[src/design/cmrh_pkg.sv]
// Package: shared types, constants and the byte-wise CRC update for the marker hash block.
`timescale 1ns / 1ps
`default_nettype none
package cmrh_pkg;

    localparam logic [31:0] PolyLegacy = 32'hEDB88320;
    localparam logic [31:0] PolyCastagnoli = 32'h82F63B78;
    localparam logic [7:0] MarkByte = 8'h23;
    localparam int QueueDepth = 4;

    // One hashing command: optional CRC load, up to three bytes, optional result
    typedef struct packed {
        logic            load;
        logic [31:0]     load_val;
        logic [1:0]      nbytes;
        logic [2:0][7:0] bytes;
        logic            emit;
    } t_cmd;

    // Fold one byte into a reflected CRC; a fixed XOR network per polynomial
    function automatic logic [31:0] crc_byte(input logic [31:0] crc, input logic [7:0] b,
                                             input logic legacy);
        logic [31:0] poly;
        logic [31:0] c;
        poly = legacy ? PolyLegacy : PolyCastagnoli;
        c = crc ^ {24'd0, b};
        for (int k = 0; k < 8; k++) begin
            c = c[0] ? ((c >> 1) ^ poly) : (c >> 1);
        end
        return c;
    endfunction

endpackage
`default_nettype wire

[src/design/cmrh_if.sv]
// Interfaces: input byte channel and hash result channel.
`timescale 1ns / 1ps
`default_nettype none
interface cmrh_in_if;
    logic        valid;
    logic        ready;
    logic [7:0]  data_byte;
    logic        last;
    logic [31:0] start_seed;
    logic        keep_marker;

    modport source (output valid, data_byte, last, start_seed, keep_marker, input ready);
    modport sink (input valid, data_byte, last, start_seed, keep_marker, output ready);
endinterface

interface cmrh_out_if;
    logic        valid;
    logic        ready;
    logic [31:0] hash;

    modport source (output valid, hash, input ready);
    modport sink (input valid, hash, output ready);
endinterface
`default_nettype wire

[src/design/cmrh_front.sv]
// Front end: accepts bytes, tracks the lookahead window and turns markers into commands.
`timescale 1ns / 1ps
`default_nettype none
module cmrh_front
    import cmrh_pkg::*;
(
    input  wire logic  i_clk,
    input  wire logic  i_rst_n,
    cmrh_in_if.sink    i_in,
    output t_cmd       o_cmd,
    output logic       o_push,
    input  wire logic  i_full
);

    logic        r_in_string;
    logic        r_keep;
    logic [31:0] r_restart;
    logic [1:0]  r_pend;
    logic [7:0]  r_la0;
    logic [7:0]  r_la1;

    logic        c_new;
    logic        c_keep;
    logic [31:0] c_restart;
    logic [1:0]  c_pend;
    logic        c_mark;
    logic        c_hashed;
    logic        c_load;
    logic [1:0]  n_pend;
    logic [7:0]  n_la0;
    logic [7:0]  n_la1;
    logic        w_accept;

    assign i_in.ready = !i_full;
    assign w_accept   = i_in.valid && !i_full;
    assign o_push     = w_accept;

    // Classify the request against the window
    always_comb begin
        c_new     = !r_in_string;
        c_keep    = c_new ? i_in.keep_marker : r_keep;
        c_restart = c_new ? ~i_in.start_seed : r_restart;
        c_pend    = c_new ? 2'd0 : r_pend;
        c_mark    = (r_la0 == MarkByte) && (r_la1 == MarkByte) && (i_in.data_byte == MarkByte);
        c_load    = c_new;
        c_hashed  = 1'b0;
        n_pend    = c_pend;
        n_la0     = r_la0;
        n_la1     = r_la1;
        if (c_pend == 2'd2) begin
            if (c_mark) begin
                c_load = 1'b1;
            end
            if (c_mark && !c_keep) begin
                n_pend = 2'd0;
            end else begin
                c_hashed = 1'b1;
                n_la0    = r_la1;
                n_la1    = i_in.data_byte;
            end
        end else if (c_pend == 2'd0) begin
            n_la0  = i_in.data_byte;
            n_pend = 2'd1;
        end else begin
            n_la1  = i_in.data_byte;
            n_pend = 2'd2;
        end
    end

    // Build the command: oldest window byte first, then the flushed tail
    always_comb begin
        o_cmd.load     = c_load;
        o_cmd.load_val = c_restart;
        o_cmd.bytes[0] = c_hashed ? r_la0 : n_la0;
        o_cmd.bytes[1] = c_hashed ? n_la0 : n_la1;
        o_cmd.bytes[2] = n_la1;
        o_cmd.nbytes   = {1'b0, c_hashed} + (i_in.last ? n_pend : 2'd0);
        o_cmd.emit     = i_in.last;
    end

    // Advance string state on each accepted request
    always_ff @(posedge i_clk) begin
        if (!i_rst_n) begin
            r_in_string <= 1'b0;
            r_keep      <= 1'b0;
            r_restart   <= '0;
            r_pend      <= 2'd0;
        end else if (w_accept) begin
            r_in_string <= !i_in.last;
            r_keep      <= c_keep;
            r_restart   <= c_restart;
            r_pend      <= i_in.last ? 2'd0 : n_pend;
        end
    end

    // Window bytes carry no reset
    always_ff @(posedge i_clk) begin
        if (w_accept) begin
            r_la0 <= n_la0;
            r_la1 <= n_la1;
        end
    end

endmodule
`default_nettype wire

[src/design/cmrh_queue.sv]
// Command queue between the front end and the CRC engine.
`timescale 1ns / 1ps
`default_nettype none
module cmrh_queue
    import cmrh_pkg::*;
#(
    parameter int Depth = QueueDepth
) (
    input  wire logic  i_clk,
    input  wire logic  i_rst_n,
    input  wire logic  i_push,
    input  wire t_cmd  i_wdata,
    input  wire logic  i_pop,
    output t_cmd       o_rdata,
    output logic       o_full,
    output logic       o_empty
);

    localparam int AW = (Depth > 1) ? $clog2(Depth) : 1;
    localparam int CW = $clog2(Depth + 1);

    t_cmd            r_mem [Depth];
    logic [AW-1:0]   r_wptr;
    logic [AW-1:0]   r_rptr;
    logic [CW-1:0]   r_count;

    assign o_full  = (r_count == CW'(Depth));
    assign o_empty = (r_count == '0);
    assign o_rdata = r_mem[r_rptr];

    // Advance pointers and occupancy
    always_ff @(posedge i_clk) begin
        if (!i_rst_n) begin
            r_wptr  <= '0;
            r_rptr  <= '0;
            r_count <= '0;
        end else begin
            if (i_push) begin
                r_wptr <= (r_wptr == AW'(Depth - 1)) ? '0 : r_wptr + 1'b1;
            end
            if (i_pop) begin
                r_rptr <= (r_rptr == AW'(Depth - 1)) ? '0 : r_rptr + 1'b1;
            end
            if (i_push && !i_pop) begin
                r_count <= r_count + 1'b1;
            end else if (i_pop && !i_push) begin
                r_count <= r_count - 1'b1;
            end
        end
    end

    // Store entries
    always_ff @(posedge i_clk) begin
        if (i_push) begin
            r_mem[r_wptr] <= i_wdata;
        end
    end

endmodule
`default_nettype wire

[src/design/cmrh_back.sv]
// Back end: folds command bytes into CRC, one per unstalled cycle; registers hash.
`timescale 1ns / 1ps
`default_nettype none
module cmrh_back
    import cmrh_pkg::*;
(
    input  wire logic  i_clk,
    input  wire logic  i_rst_n,
    input  wire t_cmd  i_cmd,
    input  wire logic  i_empty,
    output logic       o_pop,
    input  wire logic  i_legacy_poly,
    cmrh_out_if.source o_out
);

    logic [31:0] r_crc;
    logic [1:0]  r_idx;
    logic        r_out_valid;
    logic [31:0] r_hash;

    logic [31:0] c_in;
    logic [31:0] c_out;
    logic        c_final;
    logic        c_slot_free;
    logic        c_step;

    assign o_out.valid = r_out_valid;
    assign o_out.hash  = r_hash;

    // Pick the start value and fold the current byte
    always_comb begin
        c_in        = (r_idx == 2'd0 && i_cmd.load) ? i_cmd.load_val : r_crc;
        c_out       = (i_cmd.nbytes == 2'd0) ? c_in
                                             : crc_byte(c_in, i_cmd.bytes[r_idx], i_legacy_poly);
        c_final     = (i_cmd.nbytes == 2'd0) || (r_idx == i_cmd.nbytes - 2'd1);
        c_slot_free = !r_out_valid || o_out.ready;
        c_step      = !i_empty && (!c_final || !i_cmd.emit || c_slot_free);
        o_pop       = c_step && c_final;
    end

    // Hold CRC and byte index; drop output once taken
    always_ff @(posedge i_clk) begin
        if (!i_rst_n) begin
            r_crc       <= '0;
            r_idx       <= 2'd0;
            r_out_valid <= 1'b0;
        end else begin
            if (c_step) begin
                r_crc <= c_out;
                r_idx <= c_final ? 2'd0 : r_idx + 2'd1;
            end
            if (o_pop && i_cmd.emit) begin
                r_out_valid <= 1'b1;
            end else if (o_out.ready) begin
                r_out_valid <= 1'b0;
            end
        end
    end

    // Result payload
    always_ff @(posedge i_clk) begin
        if (o_pop && i_cmd.emit) begin
            r_hash <= ~c_out;
        end
    end

endmodule
`default_nettype wire

[src/design/crc32_marker_reset_hash.sv]
// Top level: reflected CRC-32 string hash with "###" restart markers.
//
//  channel  dir  handshake          payload
//  i_in     in   valid / ready      data_byte, last, start_seed, keep_marker
//  o_out    out  valid / ready      hash
//  cfg      in   i_cfg_we           i_cfg_wdata (legacy_poly)
//
// One byte is accepted per cycle while the command queue has room.
// Each byte becomes one queue command; the CRC engine folds one byte per cycle while
// not stalled, so a last byte that flushes a full window gives it up to three bytes.
// Result appears in the cycle after its command completes, from an output register.
// Reset is synchronous, active low; no clearing pass is needed.
// A stalled output holds only the final step of its command; the queue absorbs the rest.
`timescale 1ns / 1ps
`default_nettype none
module crc32_marker_reset_hash
    import cmrh_pkg::*;
#(
    parameter int QDepth = QueueDepth
) (
    input  wire logic  i_clk,
    input  wire logic  i_rst_n,
    cmrh_in_if.sink    i_in,
    cmrh_out_if.source o_out,
    input  wire logic  i_cfg_we,
    input  wire logic  i_cfg_wdata
);

    logic r_legacy_poly;
    t_cmd w_push_cmd;
    t_cmd w_head_cmd;
    logic w_push;
    logic w_pop;
    logic w_full;
    logic w_empty;

    // Hold the polynomial select
    always_ff @(posedge i_clk) begin
        if (!i_rst_n) begin
            r_legacy_poly <= 1'b0;
        end else if (i_cfg_we) begin
            r_legacy_poly <= i_cfg_wdata;
        end
    end

    cmrh_front u_front (
        .i_clk   (i_clk),
        .i_rst_n (i_rst_n),
        .i_in    (i_in),
        .o_cmd   (w_push_cmd),
        .o_push  (w_push),
        .i_full  (w_full)
    );

    cmrh_queue #(
        .Depth (QDepth)
    ) u_queue (
        .i_clk   (i_clk),
        .i_rst_n (i_rst_n),
        .i_push  (w_push),
        .i_wdata (w_push_cmd),
        .i_pop   (w_pop),
        .o_rdata (w_head_cmd),
        .o_full  (w_full),
        .o_empty (w_empty)
    );

    cmrh_back u_back (
        .i_clk         (i_clk),
        .i_rst_n       (i_rst_n),
        .i_cmd         (w_head_cmd),
        .i_empty       (w_empty),
        .o_pop         (w_pop),
        .i_legacy_poly (r_legacy_poly),
        .o_out         (o_out)
    );

    // Never push into a full queue
    a_no_overflow: assert property (@(posedge i_clk) disable iff (!i_rst_n)
        w_push |-> !w_full)
        else $error("command pushed into full queue");

    // Never pop an empty queue
    a_no_underflow: assert property (@(posedge i_clk) disable iff (!i_rst_n)
        w_pop |-> !w_empty)
        else $error("command popped from empty queue");

    // A result waiting at the output keeps its value
    a_hash_held: assert property (@(posedge i_clk) disable iff (!i_rst_n)
        (o_out.valid && !o_out.ready) |=> (o_out.valid && $stable(o_out.hash)))
        else $error("pending hash changed");

    // Reset leaves no result pending
    a_reset_clear: assert property (@(posedge i_clk)
        !i_rst_n |=> !o_out.valid)
        else $error("result valid after reset");

endmodule
`default_nettype wire
[src/flat_wrapper.sv]
// flat-port wrapper written by rule: the top's interface ports become plain ports
module crc32_marker_reset_hash_flat import cmrh_pkg::*;
#(
    parameter int QDepth = QueueDepth
)
  (i_clk, i_rst_n, i_cfg_we, i_cfg_wdata, i_in_valid, i_in_data_byte, i_in_last, i_in_start_seed, i_in_keep_marker, i_in_ready, o_out_valid, o_out_hash, o_out_ready);
  cmrh_in_if i_in_i ();
  cmrh_out_if o_out_i ();
  input  wire logic i_clk;
  input  wire logic i_rst_n;
  input  wire logic i_cfg_we;
  input  wire logic i_cfg_wdata;
  input wire logic [$bits(i_in_i.valid)-1:0] i_in_valid;
  input wire logic [$bits(i_in_i.data_byte)-1:0] i_in_data_byte;
  input wire logic [$bits(i_in_i.last)-1:0] i_in_last;
  input wire logic [$bits(i_in_i.start_seed)-1:0] i_in_start_seed;
  input wire logic [$bits(i_in_i.keep_marker)-1:0] i_in_keep_marker;
  output wire logic [$bits(i_in_i.ready)-1:0] i_in_ready;
  output wire logic [$bits(o_out_i.valid)-1:0] o_out_valid;
  output wire logic [$bits(o_out_i.hash)-1:0] o_out_hash;
  input wire logic [$bits(o_out_i.ready)-1:0] o_out_ready;
  assign i_in_i.valid = i_in_valid;
  assign i_in_i.data_byte = i_in_data_byte;
  assign i_in_i.last = i_in_last;
  assign i_in_i.start_seed = i_in_start_seed;
  assign i_in_i.keep_marker = i_in_keep_marker;
  assign i_in_ready = i_in_i.ready;
  assign o_out_valid = o_out_i.valid;
  assign o_out_hash = o_out_i.hash;
  assign o_out_i.ready = o_out_ready;
  crc32_marker_reset_hash #(.QDepth(QDepth)) u_core (.i_clk(i_clk), .i_rst_n(i_rst_n), .i_in(i_in_i), .o_out(o_out_i), .i_cfg_we(i_cfg_we), .i_cfg_wdata(i_cfg_wdata));
endmodule
[config.mk]
export PLATFORM = sky130hd
export DESIGN_NAME = crc32_marker_reset_hash_flat
export DESIGN_NICKNAME = d
export VERILOG_FILES = /design/src/design/cmrh_pkg.sv /design/src/design/cmrh_if.sv /design/src/design/cmrh_front.sv /design/src/design/cmrh_queue.sv /design/src/design/cmrh_back.sv /design/src/design/crc32_marker_reset_hash.sv /design/src/flat_wrapper.sv
export SDC_FILE = /design/constraint.sdc
export NUM_CORES = 1
export LEC_CHECK = 0
export ABC_AREA = 1
export BUFFER_PORTS_ARGS = -buffer_cell sky130_fd_sc_hd__buf_2
export CAP_MARGIN = 20
export CORE_UTILIZATION = 35
export CTS_CLUSTER_DIAMETER = 60
export DETAILED_ROUTE_END_ITERATION = 12
export MAX_ROUTING_LAYER = met4
export PLACE_DENSITY = 0.55
export REMOVE_ABC_BUFFERS = 1
export SLEW_MARGIN = 5
export SYNTH_ARGS = -nofsm -noshare
export SYNTH_HDL_FRONTEND = slang
export SYNTH_SLANG_ARGS = --single-unit
[constraint.sdc]
create_clock -name i_clk -period 4.3 [get_ports i_clk]
set_input_delay 0.86 -clock i_clk [delete_from_list [all_inputs] [get_ports i_clk]]
set_output_delay 0.86 -clock i_clk [all_outputs]
set_load 0.01 [all_outputs]
==> key figures, run 1 <==
Status
  • Outcome: complete, no violations

Final layout
  • Register area: just over 10,000 um2
  • Layout cell share with drive strength beyond 1: 0.148
  • Fillers: 5,122
  • Layout area overhead: 13.8%
  • Final nets: 2,081
  • Antenna cells: 0
  • Fin cells: between 2,000 and 3,000
  • Area occupied by multi-input gates: between 6000 and 7000 um2

Floorplan
  • Width of the die: 230 um
  • Core Area: 51,300 um2
  • Die area: 52,800 um2
  • Initial Util: 0.354
  • Die height: 230 um
  • Row cnt: 83
  • # IOs: between 80 and 90

Setup path
  • FF-to-FF End: u_core.u_back.o_out.hash[5]$_DFFE_PP_
  • WP data arrival: approximately 4.1 ns
  • WP data required: 4.61 ns
  • Critical Setup Path Class: register to register
  • Worst reg2reg path depth: 19
  • Worst setup EP type: register
  • Worst R2R Setup Slack: 0.49 ns
  • Critical Path Start Type: register
  • CP Max Fanout: 70

Clocking
  • H-tree Lvls: 2
  • CTS root buffer: clkbuf_16
  • Post-CTS setup buffers: 0
  • Hold Buf Count CTS: 0
  • CTS tree: built
  • Clk sinks: 369
  • Inserted Clock Buffers: 43
  • Clock latency on the worst-skew pair: 0.58 ns
  • Reg clk slew, reported paths: 0.06 ns
  • Post_cts resized: 0
  • Maximum root-to-sink buffer count: 3

Synth
  • Area share of the largest cell type after synthesis: 0.477
  • Register area share after synthesis: 0.566
  • FFs w/ async S/R, synth: 0
  • Ys flop type: edfxtp_1
  • Area leader, netlist: edfxtp_1
  • Synthesized area per cell: 9.27 um2
  • Largest cells by area after synthesis: edfxtp_1, nand2_1, dfxtp_1
  • Most numerous cell in the Yosys netlist: nand2_1
  • Cells after Synth: roughly 2,000
  • Synth Warn #: 0
  • Post-Syn Area: 18,100 um2
  • Number of synthesized flops with an enable pin: around 290
  • Synth top cells by count: nand2_1, edfxtp_1, nor2_1
  • Netlist cell types: 51
  • FF+latch count, synth: 369

Drt
  • First-pass detailed-route iteration total: 6
  • DRT Wirelength: 51,300 um
  • Via Count: 13,900
  • Vias per cell: approximately 5.1
  • DRC: 0
  • Avg WL per Cell: 18.7 um
  • DRT antenna net count: 0
  • DR iter-0 viols: 1,134

STA
  • Final slew viol count: 0
  • Final hold slack: approximately 0.48 ns
  • Worst slew margin: 0.486
  • Final setup fails: 0
  • RSZ-0062 raised after global routing: no
  • Hold Fails Final Rpt: 0
  • Clock Skew: about 0.024 ns
  • Post-layout min period: 3.81 ns
  • Worst-Margin Slew: 0.763 ns
  • Fin crit share: 0.886
  • Fmax: between 200 and 300 MHz

Global route
  • Pin count of the biggest net entering global routing: 71
  • Total track usage: 0.202
  • Vias in the first global route: 13,500
  • First-pass GRT wire length: 79,800 um
  • Initial antenna violation count: 1
  • Global route total overflow: 0

Min path
  • Worst Hold Class: register to register
  • Endpoint with the worst hold slack: u_core.u_front.r_pend[0]$_SDFFE_PN0P_
  • WHS Path Cells: 2
  • Hold Path Origin: u_core.u_front.r_pend[0]$_SDFFE_PN0P_

Flow run
  • Maxcap violations: 0

Placement
  • RD Place Congestion: 0.956
  • Buffers on Ports: between 80 and 90
  • Inst Count DP: about 2,700
  • Detailed placement HPWL: 34,000 um
==> state kept, by name, summed over array words and instances (netlist names), named ones only <==
register / cells
u_core.u_queue.r_rptr: 2
u_core.u_back.o_out.hash: 32
u_core.u_back.r_idx: 2
u_core.u_front.r_pend: 2
u_core.u_back.o_out.valid: 1
u_core.u_front.r_in_string: 1
u_core.u_queue.r_mem: 240
u_core.u_front.r_la1: 8
u_core.u_queue.r_wptr: 2
u_core.r_legacy_poly: 1
u_core.u_back.r_crc: 32
u_core.u_front.r_la0: 8
u_core.u_queue.r_count: 3
u_core.u_front.r_keep: 1
u_core.u_front.r_restart: 32
==> stage by stage <==
stage | setup WS, ns | util | setup TNS, ns | cell area [um2]
4_1_cts | 0.489 | 0.403 | 0 | 20600
6_report | 0.490 | 0.403 | 0 | 20600
3_3_place_gp | 0.581 | 0.376 | 0 | 19300
5_1_grt | 0.104 | 0.403 | 0 | 20600
2_1_floorplan | -3.05 | - | -272.76 | 17600
3_5_place_dp | 0.533 | 0.376 | 0 | 19300
==> cells in the final DEF, fill, tap and decap left out, drive strengths merged, types with 2 or more instances in the layout <==
| cell | Yosys | final |
|---|---|---|
| a211oi | 2 | 2 |
| a21oi | 69 | 69 |
| a22oi | 13 | 13 |
| a31oi | 4 | 4 |
| a32o | 4 | 4 |
| a32oi | 2 | 2 |
| and2 | 13 | 13 |
| buf | 55 | 115 |
| clkbuf | 39 | 60 |
| clkinv | 3 | 16 |
| clkinvlp | 0 | 2 |
| dfxtp | 81 | 81 |
| edfxtp | 288 | 288 |
| ha | 9 | 9 |
| inv | 157 | 161 |
| mux2i | 4 | 4 |
| nand2 | 540 | 540 |
| nand3 | 160 | 160 |
| nand4 | 12 | 12 |
| nor2 | 192 | 192 |
| nor3 | 2 | 2 |
| nor4 | 3 | 3 |
| o211ai | 10 | 10 |
| o21ai | 213 | 213 |
| o221ai | 9 | 9 |
| o22ai | 12 | 12 |
| or2 | 9 | 9 |
| xnor2 | 17 | 17 |
| xor2 | 30 | 30 |
==> layout make-up <==
| class | count | share of cell area |
|---|---|---|
| Clock buffer | 60 | 0.0581 |
| Clock inverter | 20 | 0.00879 |
| Inverter | 160 | 0.0293 |
| Multi-Input combinational cell | 1334 | 0.328 |
| Sequential cell | 369 | 0.498 |
| Tap cell | 680 | 0.0412 |
| Timing Repair Buffer | 115 | 0.0374 |
==> worst max-delay path by stage <==
stage / startpoint / endpoint / slack [ns]
final: register / u_core.u_back.o_out.hash[5]$_DFFE_PP_ / 0.49
after global placement: register / u_core.u_back.o_out.hash[5]$_DFFE_PP_ / 0.58
after global routing: register / u_core.u_back.o_out.hash[5]$_DFFE_PP_ / 0.10
after CTS: register / u_core.u_back.o_out.hash[5]$_DFFE_PP_ / 0.49
after floorplan: register / u_core.u_back.o_out.hash[0]$_DFFE_PP_ / -3.05
after detailed placement: register / u_core.u_back.o_out.hash[5]$_DFFE_PP_ / 0.53
==> logic make-up (layout without fill, tap and decap cells) <==
group / count (synthesis) / after routing / share of synthesized area
simple gates: 932 / 932 / 0.234
fa+ha+maj: 10 / 10 / 0.00731
compound gates: 341 / 341 / 0.104
flops: 369 / 369 / 0.566
xor+xnor: 47 / 47 / 0.0227
buf+inv: 254 / 355 / 0.0634
mux: 4 / 4 / 0.00221
==> critical path: stages, from the launching register on <==
cell and delay (ns):
dfxtp_4 0.54, clkinv_2 0.36, buf_12 0.31, o21ai_0 0.26, nand3_1 0.12, nand3_2 0.12, nand2_1 0.07, nand2_1 0.07
nand2_2 0.13, nand2_1 0.14, nand2_2 0.15, nor2_2 0.14, nand2_2 0.07, nand2_4 0.14, nand2_1 0.11, nand2_1 0.13
nand2_1 0.08, nand2_1 0.07, nand3_1 0.18, and2_1 0.26
==> layer usage <==
| layer | global-route usage | part of all wire | vias to the layer above |
|---|---|---|---|
| li1 | - | - | 6732 |
| met1 | 0.279 | 0.47 | 6768 |
| met2 | 0.310 | 0.45 | 368 |
| met3 | 0.0226 | 0.047 | 77 |
| met4 | 0.0635 | 0.025 | 0 |
| met5 | - | 0 | - |
Power of run 1 is not shown: default switching activity piles up to over one toggle a cycle in this logic, so the estimate is an artifact.
==> run 2, diff against run 1 <==
Settings changed: CORE_UTILIZATION 35 to 55, PLACE_DENSITY 0.55 to 0.78.
==> key figures, run 2 (synthesized netlist as in run 1, its figures left out) <==
STA
  • Fin crit share: 0.807
  • Final hold slack: 0.472 ns
  • Post-layout min period: 3.47 ns
  • Final slew viol count: 0
  • Fmax: 288 MHz
  • RSZ-0062 raised after global routing: no
  • Final setup fails: 0
  • Worst slew margin: 0.496
  • Worst-Margin Slew: 0.748 ns
  • Hold Fails Final Rpt: 0
  • Clock Skew: 0.0200 ns

Setup path
  • Critical Setup Path Class: register to register
  • Worst setup EP type: register
  • WP data required: 4.61 ns
  • Critical Path Start Type: register
  • CP Max Fanout: just over 100
  • Worst reg2reg path depth: 17
  • WP data arrival: ~3.8 ns

Floorplan
  • Die area: 33,700 um2
  • Initial Util: 0.558
  • Core Area: 32,500 um2
  • # IOs: 82
  • Die height: 184 um
  • Width of the die: 184 um
  • Row cnt: between 60 and 70

Clocking
  • Post-CTS setup buffers: 0
  • H-tree Lvls: 2
  • Inserted Clock Buffers: 41
  • Clk sinks: 369
  • Reg clk slew, reported paths: 0.06 ns
  • CTS tree: built
  • Clock latency on the worst-skew pair: 0.55 ns
  • CTS root buffer: clkbuf_16
  • Maximum root-to-sink buffer count: 3
  • Hold Buf Count CTS: 0
  • Post_cts resized: 0

Final layout
  • Final nets: 2,077
  • Commonest non-fill, non-tap cells in the layout: nand2_1, edfxtp_1, o21ai_0
  • Post-route cell area: 20,200 um2
  • Fin cells: between 2,000 and 2,500
  • Post-layout util: 0.621
  • Layout area overhead: 11.4%
  • Antenna cells: 0
  • Most common cell after layout, fill and taps aside: nand2_1
  • Number of flip-flops in the largest register: 240
  • Top reg by flops: u_core.u_queue.r_mem
  • Layout cell share with drive strength beyond 1: 0.145

Placement
  • Inst Count DP: 2,418
  • Area after DPL: 18,900 um2
  • Buffers on Ports: 81
  • Detailed placement HPWL: 31,000 um
  • RD Place Congestion: 0.997

Min path
  • Hold Path Origin: u_core.u_front.r_pend[0]$_SDFFE_PN0P_
  • Worst Hold Class: register to register
  • WHS Path Cells: 2

Flow run
  • Maxcap violations: 0

Drt
  • DR iter-0 viols: 1,491
  • First-pass detailed-route iteration total: 6
  • DRT Wirelength: 47,200 um
  • DRC: 0
  • Avg WL per Cell: roughly 19 um
  • DRT antenna net count: 0
  • Via Count: 14,000
  • Vias per cell: 5.63

Global route
  • Global route total overflow: 0
  • Vias in the first global route: 12,900
  • Total track usage: 0.291
  • Pin count of the biggest net entering global routing: slightly above 100
  • First-pass GRT wire length: 72,300 um
  • Initial antenna violation count: 0

Status
  • Outcome: complete, no violations
-- run 2: cell count changes in the layout (fill, tap and decap cells not counted), sizes merged --
cell    delta
clkbuf     -6
buf        -2
clkinv     +2
-- run 2: stage by stage --
step / worst slack (ns) / TNS, ns
floorplan: -3.05 / -272.76
global placement: 0.868 / 0
detailed placement: 0.886 / 0
CTS: 0.872 / 0
global route: 0.528 / 0
finish: 0.828 / 0
-- run 2: routing by layer --
layer | global-route usage | wire length, um
met1 | 0.391 | 20500
met5 | - | 0
met3 | 0.0454 | 3570
met4 | 0.0977 | 1330
met2 | 0.451 | 21800
-- run 2: worst max-delay path: stages, from the launching register on --
cell	delay [ns]
dfxtp_4	0.48
buf_12	0.39
o21ai_1	0.13
o22ai_1	0.26
nand2_1	0.14
nand2_1	0.11
nand2_1	0.07
nand2_2	0.18
nand2_1	0.13
nand2_2	0.20
inv_1	0.20
nand2_1	0.10
nand2_1	0.07
nand2_1	0.06
nand3_1	0.19
nand4_1	0.16
nand3_1	0.09
and2_1	0.17
-- run 2: path summary, 6_finish.rpt --
path,slack (ns),end
setup / recovery,0.83,u_core.u_back.o_out.hash[3]$_DFFE_PP_
hold / removal,0.47,u_core.u_front.r_pend[0]$_SDFFE_PN0P_
hold reg to reg,0.47,u_core.u_front.r_pend[0]$_SDFFE_PN0P_
setup reg to reg,0.83,u_core.u_back.o_out.hash[3]$_DFFE_PP_
-- run 2: layout make-up --
class	instances	area [um2]
Clock buffer	54	1110
Clock inverter	22	178
Fill cell	2694	12300
Inverter	160	604
Multi-Input combinational cell	1334	6760
Sequential cell	369	10300
Tap cell	442	553
Timing Repair Buffer	113	721
Power of run 2 is left out for the same reason.
==> run 3, diff against run 2 <==
Settings changed: ABC_AREA 1 to 0, PLACE_DENSITY 0.78 to 0.76.
Clock period 4.3 ns to 3.6 ns, I/O delays scaled along.
==> key figures, run 3 <==
Status
  • Outcome: complete, no violations

STA
  • Final hold slack: 0.452 ns
  • Fmax: 284 MHz
  • Worst-Margin Slew: 1.13 ns
  • Final setup fails: 0
  • Final slew viol count: 0
  • Worst slew margin: 0.250
  • Clock Skew: 0.0162 ns
  • Fin crit share: 0.979
  • Setup TNS: 0 ns
  • Post-layout min period: 3.52 ns
  • Hold Fails Final Rpt: 0
  • RSZ-0062 raised after global routing: yes

Clocking
  • Inserted Clock Buffers: 39
  • H-tree Lvls: 2
  • Clock latency on the worst-skew pair: 0.52 ns
  • CTS root buffer: clkbuf_16
  • Hold Buf Count CTS: 0
  • Maximum root-to-sink buffer count: 3
  • CTS tree: built
  • Clk sinks: 369
  • Reg clk slew, reported paths: roughly 0.060 ns

Floorplan
  • Initial Util: 0.565
  • Row cnt: 63
  • Width of the die: 177 um
  • Core Area: 29,900 um2
  • Die area: 31,400 um2
  • Die height: 177 um
  • # IOs: between 80 and 90

Synth
  • FF+latch count, synth: 369
  • Register area share after synthesis: 0.608
  • Adder-cell share of the synthesized area: 0.00786
  • Area leader, netlist: edfxtp_1
  • Synth Area in Simple Gates: 0.0593
  • Synth Warn #: 0
  • Most numerous cell in the Yosys netlist: edfxtp_1
  • XOR/XNOR Fraction of Synth Area: 0.0869
  • Synth top cells by count: edfxtp_1, nand2_1, dfxtp_1
  • Netlist cell types: slightly below 70
  • Synthesized area per cell: 14.2 um2
  • Ys flop type: edfxtp_1
  • Complex-gate fraction of the synthesized area: 0.0622
  • Post-Syn Area: 16,900 um2
  • Mux contribution to synthesized area: 0.143
  • Cells after Synth: between 1,000 and 1,500
  • Largest family of logic cells by synthesized area: multiplexers
  • Area share of the largest cell type after synthesis: 0.512
  • FFs w/ async S/R, synth: 0
  • Largest cells by area after synthesis: edfxtp_1, dfxtp_1, mux4_2
  • Number of synthesized flops with an enable pin: about 290

Setup path
  • Critical Setup Path Class: register to register
  • FF-to-FF End: u_core.u_back.r_crc[31]$_SDFFE_PN0N_
  • Worst R2R Setup Slack: 0.08 ns
  • Worst reg2reg path depth: 13
  • CP Max Fanout: 14
  • Worst setup EP type: register
  • Critical Path Start Type: register
  • WP data required: just over 4 ns
  • WP data arrival: ~4.0 ns

Placement
  • Area after DPL: roughly 18,000 um2
  • Detailed placement HPWL: about 24,000 um
  • Inst Count DP: 1,656
  • Buffers on Ports: 81
  • RD Place Congestion: 0.934

Min path
  • WHS Path Cells: 2
  • Worst Hold Class: register to register
  • Hold Path Origin: u_core.u_front.r_restart[23]$_SDFFE_PN0P_
  • Endpoint with the worst hold slack: u_core.u_front.r_restart[23]$_SDFFE_PN0P_

Final layout
  • Layout area overhead: 15.3%
  • Final nets: 1,371
  • Post-route cell area: 19,500 um2
  • Antenna cells: 0
  • Commonest non-fill, non-tap cells in the layout: edfxtp_1, nand2_1, buf_2
  • Layout cell share with drive strength beyond 1: 0.252
  • Top reg by flops: u_core.u_queue.r_mem
  • Fin cells: 1,732
  • Most common cell after layout, fill and taps aside: edfxtp_1
  • Number of flip-flops in the largest register: 240

Drt
  • First-pass detailed-route iteration total: 5
  • DRC: 0
  • DRT Wirelength: between 30,000 and 40,000 um
  • DRT antenna net count: 0
  • Avg WL per Cell: 21.6 um
  • Vias per cell: 5.83
  • Via Count: 10,100
  • DR iter-0 viols: about 740

Global route
  • GR peak layer: met2
  • Met3 GRT Util: 0.0294
  • Initial antenna violation count: 0
  • Vias in the first global route: 9,989
  • Pin count of the biggest net entering global routing: 61
  • First-pass GRT wire length: 56,900 um
  • Global route total overflow: 0
  • Total track usage: 0.250
  • GR Util met2: 0.420
  • GR met1 Demand/Resource: 0.320

Flow run
  • Maxcap violations: 0
[run 3: cell count changes after synthesis, moves of 25 or more]
cell | before | now
mux2_2 | 0 | 25
nand2_2 | 37 | 0
mux4_2 | 0 | 55
o21ai_0 | 182 | 30
mux2i_1 | 4 | 75
inv_1 | 144 | 50
nand2_1 | 476 | 120
nor2_1 | 185 | 52
nand3_1 | 143 | 7
xnor2_1 | 17 | 61
[run 3: worst max path at each step]
stage	from	endpoint	slack [ns]	depth (start not counted)
2_1_floorplan	register	u_core.u_back.r_crc[16]$_SDFFE_PN0N_	-3.47	8
5_1_grt	register	u_core.u_back.r_crc[17]$_SDFFE_PN0N_	-0.05	13
6_report	register	u_core.u_back.r_crc[31]$_SDFFE_PN0N_	0.08	13
4_1_cts	register	u_core.u_back.o_out.hash[9]$_DFFE_PP_	0.004	11
3_3_place_gp	register	u_core.u_back.o_out.hash[9]$_DFFE_PP_	0.05	10
3_5_place_dp	register	u_core.u_back.o_out.hash[9]$_DFFE_PP_	0.01	10
[run 3: stage by stage]
| stage | utilization | setup slack, ns |
|---|---|---|
| finish | 0.652 | 0.0770 |
| global route | 0.652 | -0.0455 |
| CTS | 0.648 | 0.00396 |
| detailed placement | 0.604 | 0.0133 |
| global placement | 0.604 | 0.0470 |
| floorplan | - | -3.47 |
[run 3: critical path, cell delays in order (launching register included)]
cell     delay (ns)
dfxtp_4        0.39
buf_12         0.18
mux4_1         0.59
a22o_1         0.26
a21oi_1        0.15
buf_4          0.16
xnor2_4        0.23
xor3_1         0.41
nor2_1         0.18
xor2_2         0.13
buf_4          0.15
buf_4          0.13
mux2_2         0.28
o21ai_0        0.19
[run 3: routing by layer]
| layer | up-vias | wire length [um] |
|---|---|---|
| met5 | - | 0 |
| met4 | 0 | 738 |
| met3 | 62 | 1840 |
| met2 | 309 | 19200 |
| met1 | 5095 | 15600 |
| li1 | 4625 | - |
[run 3: kinds of logic after synthesis]
| kind of cell | count (synthesis) |
|---|---|
| xor+xnor | 124 |
| simple gates | 228 |
| flops | 369 |
| buf+inv | 120 |
| fa+ha+maj | 10 |
| mux | 162 |
| compound gates | 174 |
[run 3: repair_timing]
| action | 4_1_cts | 5_1_grt |
|---|---|---|
| setup endpoints to repair | 1 | 14 |
| buffers inserted | 0 | 6 |
| pin swaps | 0 | 5 |
| hold endpoints to repair | 0 | 0 |
| gates resized for setup | 1 | 11 |
[run 3: cell type report]
| type | count | area (um2) |
|---|---|---|
| sequential | 369 | 10300 |
| tap | 390 | 488 |
| multi-input combinational | 698 | 6150 |
| clock buffer | 56 | 1140 |
| inverter | 52 | 195 |
| clock inverter | 14 | 161 |
| timing repair buffer | 153 | 1050 |
| fill | 2107 | 10400 |
Power of run 3 is left out for the same reason.
